===== config.mk =====
export PLATFORM = sky130hd
export DESIGN_NAME = obme_ctrl
export DESIGN_NICKNAME = d
export VERILOG_FILES = /design/src/sv/obme_pkg.sv /design/src/sv/obme_ctrl.sv
export SDC_FILE = /design/constraint.sdc
export NUM_CORES = 1
export LEC_CHECK = 0
export ABC_AREA = 1
export BUFFER_PORTS_ARGS = -buffer_cell sky130_fd_sc_hd__buf_2
export CAP_MARGIN = 20
export CORE_AREA = 2 2 39 41
export CTS_CLUSTER_DIAMETER = 120
export DETAILED_ROUTE_END_ITERATION = 10
export DIE_AREA = 0 0 41 43
export SYNTH_ARGS = -nofsm -noshare
export SYNTH_HDL_FRONTEND = slang
export SYNTH_SLANG_ARGS = --single-unit

===== constraint.sdc =====
create_clock -name i_clk -period 3.28 [get_ports i_clk]
set_clock_uncertainty 0.1 [all_clocks]
set_input_delay 0.656 -clock i_clk [delete_from_list [all_inputs] [get_ports i_clk]]
set_output_delay 0.656 -clock i_clk [all_outputs]
set_load 0.03 [all_outputs]

===== src/sv/obme_pkg.sv =====
// Shared types, constants and helpers for the order book matching engine.
package obme_pkg;

    localparam int PRICE_W = 31;
    localparam int QTY_W   = 31;
    localparam int ID_W    = 24;
    localparam int SUM_W   = QTY_W + 1;
    localparam int OP_W    = 2;
    localparam int ST_W    = 2;
    localparam int IN_DATA_W  = 88;
    localparam int OUT_DATA_W = 88;

    localparam logic [ST_W-1:0] ST_RESTED = 2'd0;
    localparam logic [ST_W-1:0] ST_FILLED = 2'd1;
    localparam logic [ST_W-1:0] ST_KILLED = 2'd2;
    localparam logic [ST_W-1:0] ST_FULL   = 2'd3;

    localparam logic KIND_TRADE  = 1'b0;
    localparam logic KIND_STATUS = 1'b1;

    localparam int OP_SELL_BIT = 0;
    localparam int OP_FOK_BIT  = 1;

    typedef enum logic [2:0] {
        S_IDLE,
        S_SUM,
        S_MATCH,
        S_KILL,
        S_FINISH
    } t_state;

    typedef struct packed {
        logic load;
        logic sum_step;
        logic emit_trade;
        logic emit_status;
        logic kill;
    } t_ctrl_cmd;

    typedef struct packed {
        logic sum_more;
        logic sum_ok;
        logic match_go;
        logic out_free;
    } t_ctrl_sts;

    typedef struct packed {
        logic drop;
        logic wr_front;
        logic insert;
    } t_side_cmd;

    function automatic logic ahead(input logic is_bid,
                                   input logic [PRICE_W-1:0] pa, input logic [ID_W-1:0] ia,
                                   input logic [PRICE_W-1:0] pb, input logic [ID_W-1:0] ib);
        logic r;
        if (pa != pb) begin
            r = is_bid ? (pa > pb) : (pa < pb);
        end else begin
            r = ia < ib;
        end
        return r;
    endfunction

endpackage


===== src/sv/obme_ctrl.sv =====
// Controller: sequences load, availability scan, matching and the final status record.
module obme_ctrl (
    input  logic                i_clk,
    input  logic                i_rst_n,
    input  logic                i_in_valid,
    input  logic                i_in_fok,
    output logic                o_in_ready,
    input  obme_pkg::t_ctrl_sts i_sts,
    output obme_pkg::t_ctrl_cmd o_cmd
);
    import obme_pkg::*;

    t_state r_state, n_state;

    always_ff @(posedge i_clk) begin
        if (!i_rst_n) begin
            r_state <= S_IDLE;
        end else begin
            r_state <= n_state;
        end
    end

    always_comb begin
        n_state    = r_state;
        o_cmd      = '0;
        o_in_ready = 1'b0;
        unique case (r_state)
            S_IDLE: begin
                o_in_ready = 1'b1;
                if (i_in_valid) begin
                    o_cmd.load = 1'b1;
                    n_state    = i_in_fok ? S_SUM : S_MATCH;
                end
            end
            S_SUM: begin
                if (i_sts.sum_more) begin
                    o_cmd.sum_step = 1'b1;
                end else begin
                    n_state = i_sts.sum_ok ? S_MATCH : S_KILL;
                end
            end
            S_MATCH: begin
                if (!i_sts.match_go) begin
                    n_state = S_FINISH;
                end else if (i_sts.out_free) begin
                    o_cmd.emit_trade = 1'b1;
                end
            end
            S_KILL: begin
                if (i_sts.out_free) begin
                    o_cmd.emit_status = 1'b1;
                    o_cmd.kill        = 1'b1;
                    n_state           = S_IDLE;
                end
            end
            S_FINISH: begin
                if (i_sts.out_free) begin
                    o_cmd.emit_status = 1'b1;
                    n_state           = S_IDLE;
                end
            end
            default: n_state = S_IDLE;
        endcase
    end

    a_emit_free: assert property (@(posedge i_clk) disable iff (!i_rst_n)
        (o_cmd.emit_trade || o_cmd.emit_status) |-> i_sts.out_free)
        else $error("record emitted while output register busy");

endmodule


==> impl_results.html <==
<table>
<tr><th>Metric</th><th>Value</th></tr>
<tr><th colspan="2">Die</th></tr>
<tr><td>Placeable core region</td><td>approximately 1400 sq um</td></tr>
<tr><td>Top-level port count</td><td>14</td></tr>
<tr><td>Row cnt</td><td>14</td></tr>
<tr><td>Starting utilization of the core area</td><td>a little under 20%</td></tr>
<tr><td>Full die area</td><td>1760 sq um</td></tr>
<tr><td>Die H</td><td>approximately 43 microns</td></tr>
<tr><td>Die span in x</td><td>slightly above 40 microns</td></tr>
<tr><th colspan="2">Timing</th></tr>
<tr><td>Worst-case hold slack</td><td>0.466 ns</td></tr>
<tr><td>Setup repair after global routing missed its margin</td><td>no</td></tr>
<tr><td>Final setup fails</td><td>0</td></tr>
<tr><td>Worst slew margin relative to its limit</td><td>about four fifths</td></tr>
<tr><td>Achievable clock frequency</td><td>between 400 and 500 MHz</td></tr>
<tr><td>Max Transition Viols Final</td><td>0</td></tr>
<tr><td>Worst-case setup margin in the final layout</td><td>between 1 and 1.5 ns</td></tr>
<tr><td>Part of the cycle the worst path needs</td><td>between 60% and 70%</td></tr>
<tr><td>Worst-margin pin slew</td><td>0.291 ns</td></tr>
<tr><td>Hold violation count in the final report</td><td>0</td></tr>
<tr><td>Min Clock Period, post-route</td><td>about 2 ns</td></tr>
<tr><td>Setup TNS</td><td>0 ns</td></tr>
<tr><th colspan="2">Logic synthesis</th></tr>
<tr><td>Total of warnings raised by yosys</td><td>0</td></tr>
<tr><td>Cell accounting for the most synthesized area</td><td>sky130_fd_sc_hd__dfxtp_1</td></tr>
<tr><td>Number of flip-flops and latches in the synthesized netlist</td><td>3</td></tr>
<tr><td>Top-area cell type share of the netlist area</td><td>between 20% and 30%</td></tr>
<tr><td>Net count after synthesis</td><td>50</td></tr>
<tr><td>Share of flip-flops with an asynchronous set or reset after synthesis</td><td>0%</td></tr>
<tr><td>Number of flops mapped to enable cells by yosys</td><td>0</td></tr>
<tr><td>Post-synthesis sequential area ratio</td><td>about 22%</td></tr>
<tr><td>Most instantiated cells after synthesis</td><td>sky130_fd_sc_hd__nand2_1, sky130_fd_sc_hd__nor2_1, sky130_fd_sc_hd__nor3_1</td></tr>
<tr><td>Number of distinct library cells after synthesis</td><td>19</td></tr>
<tr><td>Main synth FF type</td><td>sky130_fd_sc_hd__dfxtp_1</td></tr>
<tr><td>Mean area per synthesized cell</td><td>approximately 6.5 sq um</td></tr>
<tr><td>Cell area after technology mapping</td><td>274 sq um</td></tr>
<tr><td>Cell types occupying the most area after synthesis</td><td>sky130_fd_sc_hd__dfxtp_1, sky130_fd_sc_hd__nand2_1, sky130_fd_sc_hd__nor2_1, sky130_fd_sc_hd__nor3_1, sky130_fd_sc_hd__nand2_4</td></tr>
<tr><td>Synthesized netlist cell count</td><td>42</td></tr>
<tr><th colspan="2">Pwr</th></tr>
<tr><td>Internal cell power</td><td>165 uW</td></tr>
<tr><td>Clock power frac</td><td>18.7%</td></tr>
<tr><td>Reported leakage power</td><td>0.000218 uW</td></tr>
<tr><td>Switch share</td><td>just over 50%</td></tr>
<tr><td>Power Dens Cells</td><td>roughly 900 nW/um^2</td></tr>
<tr><td>Gate power share</td><td>between 60% and 70%</td></tr>
<tr><td>Switching power</td><td>173 uW</td></tr>
<tr><td>Largest voltage drop on the vdd net</td><td>between 0.2 and 0.3 mV</td></tr>
<tr><td>Reg power frac</td><td>a little over a fifth</td></tr>
<tr><th colspan="2">CTS</th></tr>
<tr><td>CTS resizes</td><td>0</td></tr>
<tr><td>Worst-Skew Late Latency</td><td>0.23 ns</td></tr>
<tr><td>TritonCTS clock tree</td><td>built</td></tr>
<tr><td>Buffer count from post-CTS setup fixing</td><td>0</td></tr>
<tr><td>Sink Count</td><td>3</td></tr>
<tr><td>Clock Root Buffer</td><td>sky130_fd_sc_hd__clkbuf_4</td></tr>
<tr><td>Clock-pin slew of the registers on the worst-case setup and hold paths</td><td>roughly 0.03 ns</td></tr>
<tr><td>H-tree levels</td><td>1</td></tr>
<tr><td>Clock buffer depth</td><td>2</td></tr>
<tr><td>Number of buffers added to fix hold violations after cts</td><td>0</td></tr>
<tr><td>Number of buffers created by CTS</td><td>3</td></tr>
<tr><th colspan="2">Drt</th></tr>
<tr><td>Per-cell via count in the routed design</td><td>~4.0</td></tr>
<tr><td>Wire length per cell after detailed routing</td><td>around 8.4 microns</td></tr>
<tr><td>Total number of vias</td><td>between 300 and 400</td></tr>
<tr><td>Number of design-rule violations left by the first detailed-router iteration</td><td>3</td></tr>
<tr><td>Number of DRC violations after detailed routing</td><td>0</td></tr>
<tr><td>Post-route antenna net violation count</td><td>0</td></tr>
<tr><td>First-pass iteration count of the detailed router</td><td>4</td></tr>
<tr><td>Final wirelength</td><td>around 630 microns</td></tr>
<tr><th colspan="2">Cells and area</th></tr>
<tr><td>Flip-flop count of the largest register after layout</td><td>3</td></tr>
<tr><td>FF+latch area</td><td>between 60 and 70 sq um</td></tr>
<tr><td>Combined area of the multi-input logic cells</td><td>roughly 190 sq um</td></tr>
<tr><td>Ant. Diodes</td><td>0</td></tr>
<tr><td>Area growth, synth to finish</td><td>40.6%</td></tr>
<tr><td>Final instance area</td><td>roughly 390 sq um</td></tr>
<tr><td>Final non-filler cell total</td><td>between 70 and 80</td></tr>
<tr><td>Largest Register</td><td>r_state</td></tr>
<tr><td>Largest registers</td><td>r_state x3</td></tr>
<tr><td>Number of inserted filler cells in the final layout</td><td>between 150 and 200</td></tr>
<tr><td>Fraction of layout instances using a drive strength above 1</td><td>between 40% and 50%</td></tr>
<tr><td>Final-stage net count</td><td>68</td></tr>
<tr><th colspan="2">Worst setup path</th></tr>
<tr><td>Maximum fanout along the worst path</td><td>7</td></tr>
<tr><td>Worst EP required</td><td>approximately 2.5 ns</td></tr>
<tr><td>Slack of the worst reg-to-reg path</td><td>~2 ns</td></tr>
<tr><td>Critical path class</td><td>flip-flop to output port</td></tr>
<tr><td>CP most frequent cell</td><td>sky130_fd_sc_hd__nand2_1</td></tr>
<tr><td>Combined buffer and inverter count along the critical path</td><td>1</td></tr>
<tr><td>Crit path largest cell delay</td><td>roughly 0.48 ns</td></tr>
<tr><td>Cells along the critical path</td><td>nand2_1, nand2_1, nand2_1, nor2_1, buf_2</td></tr>
<tr><td>Arrival time at the worst endpoint</td><td>1.25 ns</td></tr>
<tr><td>Critical path endpoint category</td><td>output port</td></tr>
<tr><td>Crit start category</td><td>flip-flop</td></tr>
<tr><td>Slowest cell on crit path</td><td>sky130_fd_sc_hd__dfxtp_1</td></tr>
<tr><td>Kind of cell adding the most delay to the critical path</td><td>flip-flops</td></tr>
<tr><th colspan="2">Placed design</th></tr>
<tr><td>Count of placed standard cells including taps</td><td>just over 70</td></tr>
<tr><td>Post-placement setup slack</td><td>roughly 1.3 ns</td></tr>
<tr><td>Post-detailed-placement cell area</td><td>approximately 360 sq um</td></tr>
<tr><td>Sum of net half-perimeters after detailed placement</td><td>527 microns</td></tr>
<tr><td>Input/output buffers</td><td>13</td></tr>
<tr><td>RD Place Congestion</td><td>0.810</td></tr>
<tr><th colspan="2">Global routing</th></tr>
<tr><td>Largest net degree at the start of global routing</td><td>8</td></tr>
<tr><td>Via count of the first global-routing pass</td><td>between 200 and 250</td></tr>
<tr><td>Global-route wire length before repair</td><td>approximately 960 microns</td></tr>
<tr><td>Initial antenna violation count</td><td>0</td></tr>
<tr><td>Global-route usage over all layers</td><td>~8.4%</td></tr>
<tr><td>Overflow after GRT</td><td>0</td></tr>
<tr><th colspan="2">Job</th></tr>
<tr><td>Reported max-cap violation count</td><td>0</td></tr>
<tr><th colspan="2">Status</th></tr>
<tr><td>Status</td><td>completed</td></tr>
<tr><th colspan="2">Min path</th></tr>
<tr><td>Worst Hold Class</td><td>flip-flop to flip-flop</td></tr>
</table>
-- routing by layer --
metal  vias up  share of wire, %  global-route usage, %
met5         -                 0                      0
met4         0                 0                   4.00
met1       121                50                   11.5
li1        173                 -                      -
met3         0               7.8                   6.28
met2         9                42                   9.38
-- cell type report --
cell class,instances,area share [%]
Sequential cell,3,15.6
Timing Repair Buffer,13,16.9
Tap cell,16,5.19
Multi-Input combinational cell,33,48.4
Clock buffer,4,6.82
Inverter,6,7.14
-- metrics by stage --
stage                     power, uW  utilization [%]
after floorplan                 233                -
after global placement          275             25.9
after detailed placement        275             25.9
after CTS                       343             27.8
after global routing            373             27.8
final                           338             27.8
-- cell families after synthesis --
| family | synth area share, % |
|---|---|
| AND/OR/NAND/NOR | 55.7 |
| buffers and inverters | 10.0 |
| AO/OA/AOI/OAI | 12.3 |
| flip-flops | 21.9 |
-- worst register-to-register path: stages, from the launching register on --
cell                      delay, ns
sky130_fd_sc_hd__dfxtp_1       0.48
sky130_fd_sc_hd__nand2_1       0.11
sky130_fd_sc_hd__nand2_1       0.10
sky130_fd_sc_hd__nand3_2       0.09
sky130_fd_sc_hd__nand2_2       0.11
sky130_fd_sc_hd__nor2_1        0.05
sky130_fd_sc_hd__nor2_1        0.08
sky130_fd_sc_hd__nor2_1        0.05
-- power groups by stage --
stage	registers, uW	clock network, uW	logic [uW]
after floorplan	66.4	0	166
after global routing	73.9	73.5	225
after detailed placement	71.0	0	204
after CTS	70.6	67.9	205
after global placement	72.1	0	203
final	71.5	63.1	203
-- layout by cell type (no fill, tap or decap) --
cell type / count
sky130_fd_sc_hd__a21oi_1: 1
sky130_fd_sc_hd__buf_2: 13
sky130_fd_sc_hd__clkbuf_1: 1
sky130_fd_sc_hd__clkbuf_4: 3
sky130_fd_sc_hd__clkinv_4: 1
sky130_fd_sc_hd__dfxtp_1: 3
sky130_fd_sc_hd__inv_1: 2
sky130_fd_sc_hd__inv_2: 3
sky130_fd_sc_hd__nand2_1: 7
sky130_fd_sc_hd__nand2_2: 2
sky130_fd_sc_hd__nand2_4: 2
sky130_fd_sc_hd__nand3_1: 1
sky130_fd_sc_hd__nand3_2: 1
sky130_fd_sc_hd__nand4_1: 1
sky130_fd_sc_hd__nand4_2: 1
sky130_fd_sc_hd__nor2_1: 7
sky130_fd_sc_hd__nor2_2: 1
sky130_fd_sc_hd__nor3_1: 5
sky130_fd_sc_hd__o21ai_0: 1
sky130_fd_sc_hd__o21ai_1: 1
sky130_fd_sc_hd__o21bai_2: 1
sky130_fd_sc_hd__o31ai_1: 1
-- worst paths after layout --
| kind | startpoint | to | depth (start not counted) |
|---|---|---|---|
| worst min register to register | r_state[1]$_SDFFE_PN0P_ | r_state[1]$_SDFFE_PN0P_ | 2 |
| worst max register to register | r_state[0]$_SDFFE_PN0P_ | r_state[1]$_SDFFE_PN0P_ | 7 |
| worst min-delay path | r_state[1]$_SDFFE_PN0P_ | r_state[1]$_SDFFE_PN0P_ | 2 |
| worst max-delay path | r_state[0]$_SDFFE_PN0P_ | o_cmd[1] | 5 |
No activity file was read; power rests on OpenSTA's default activity.
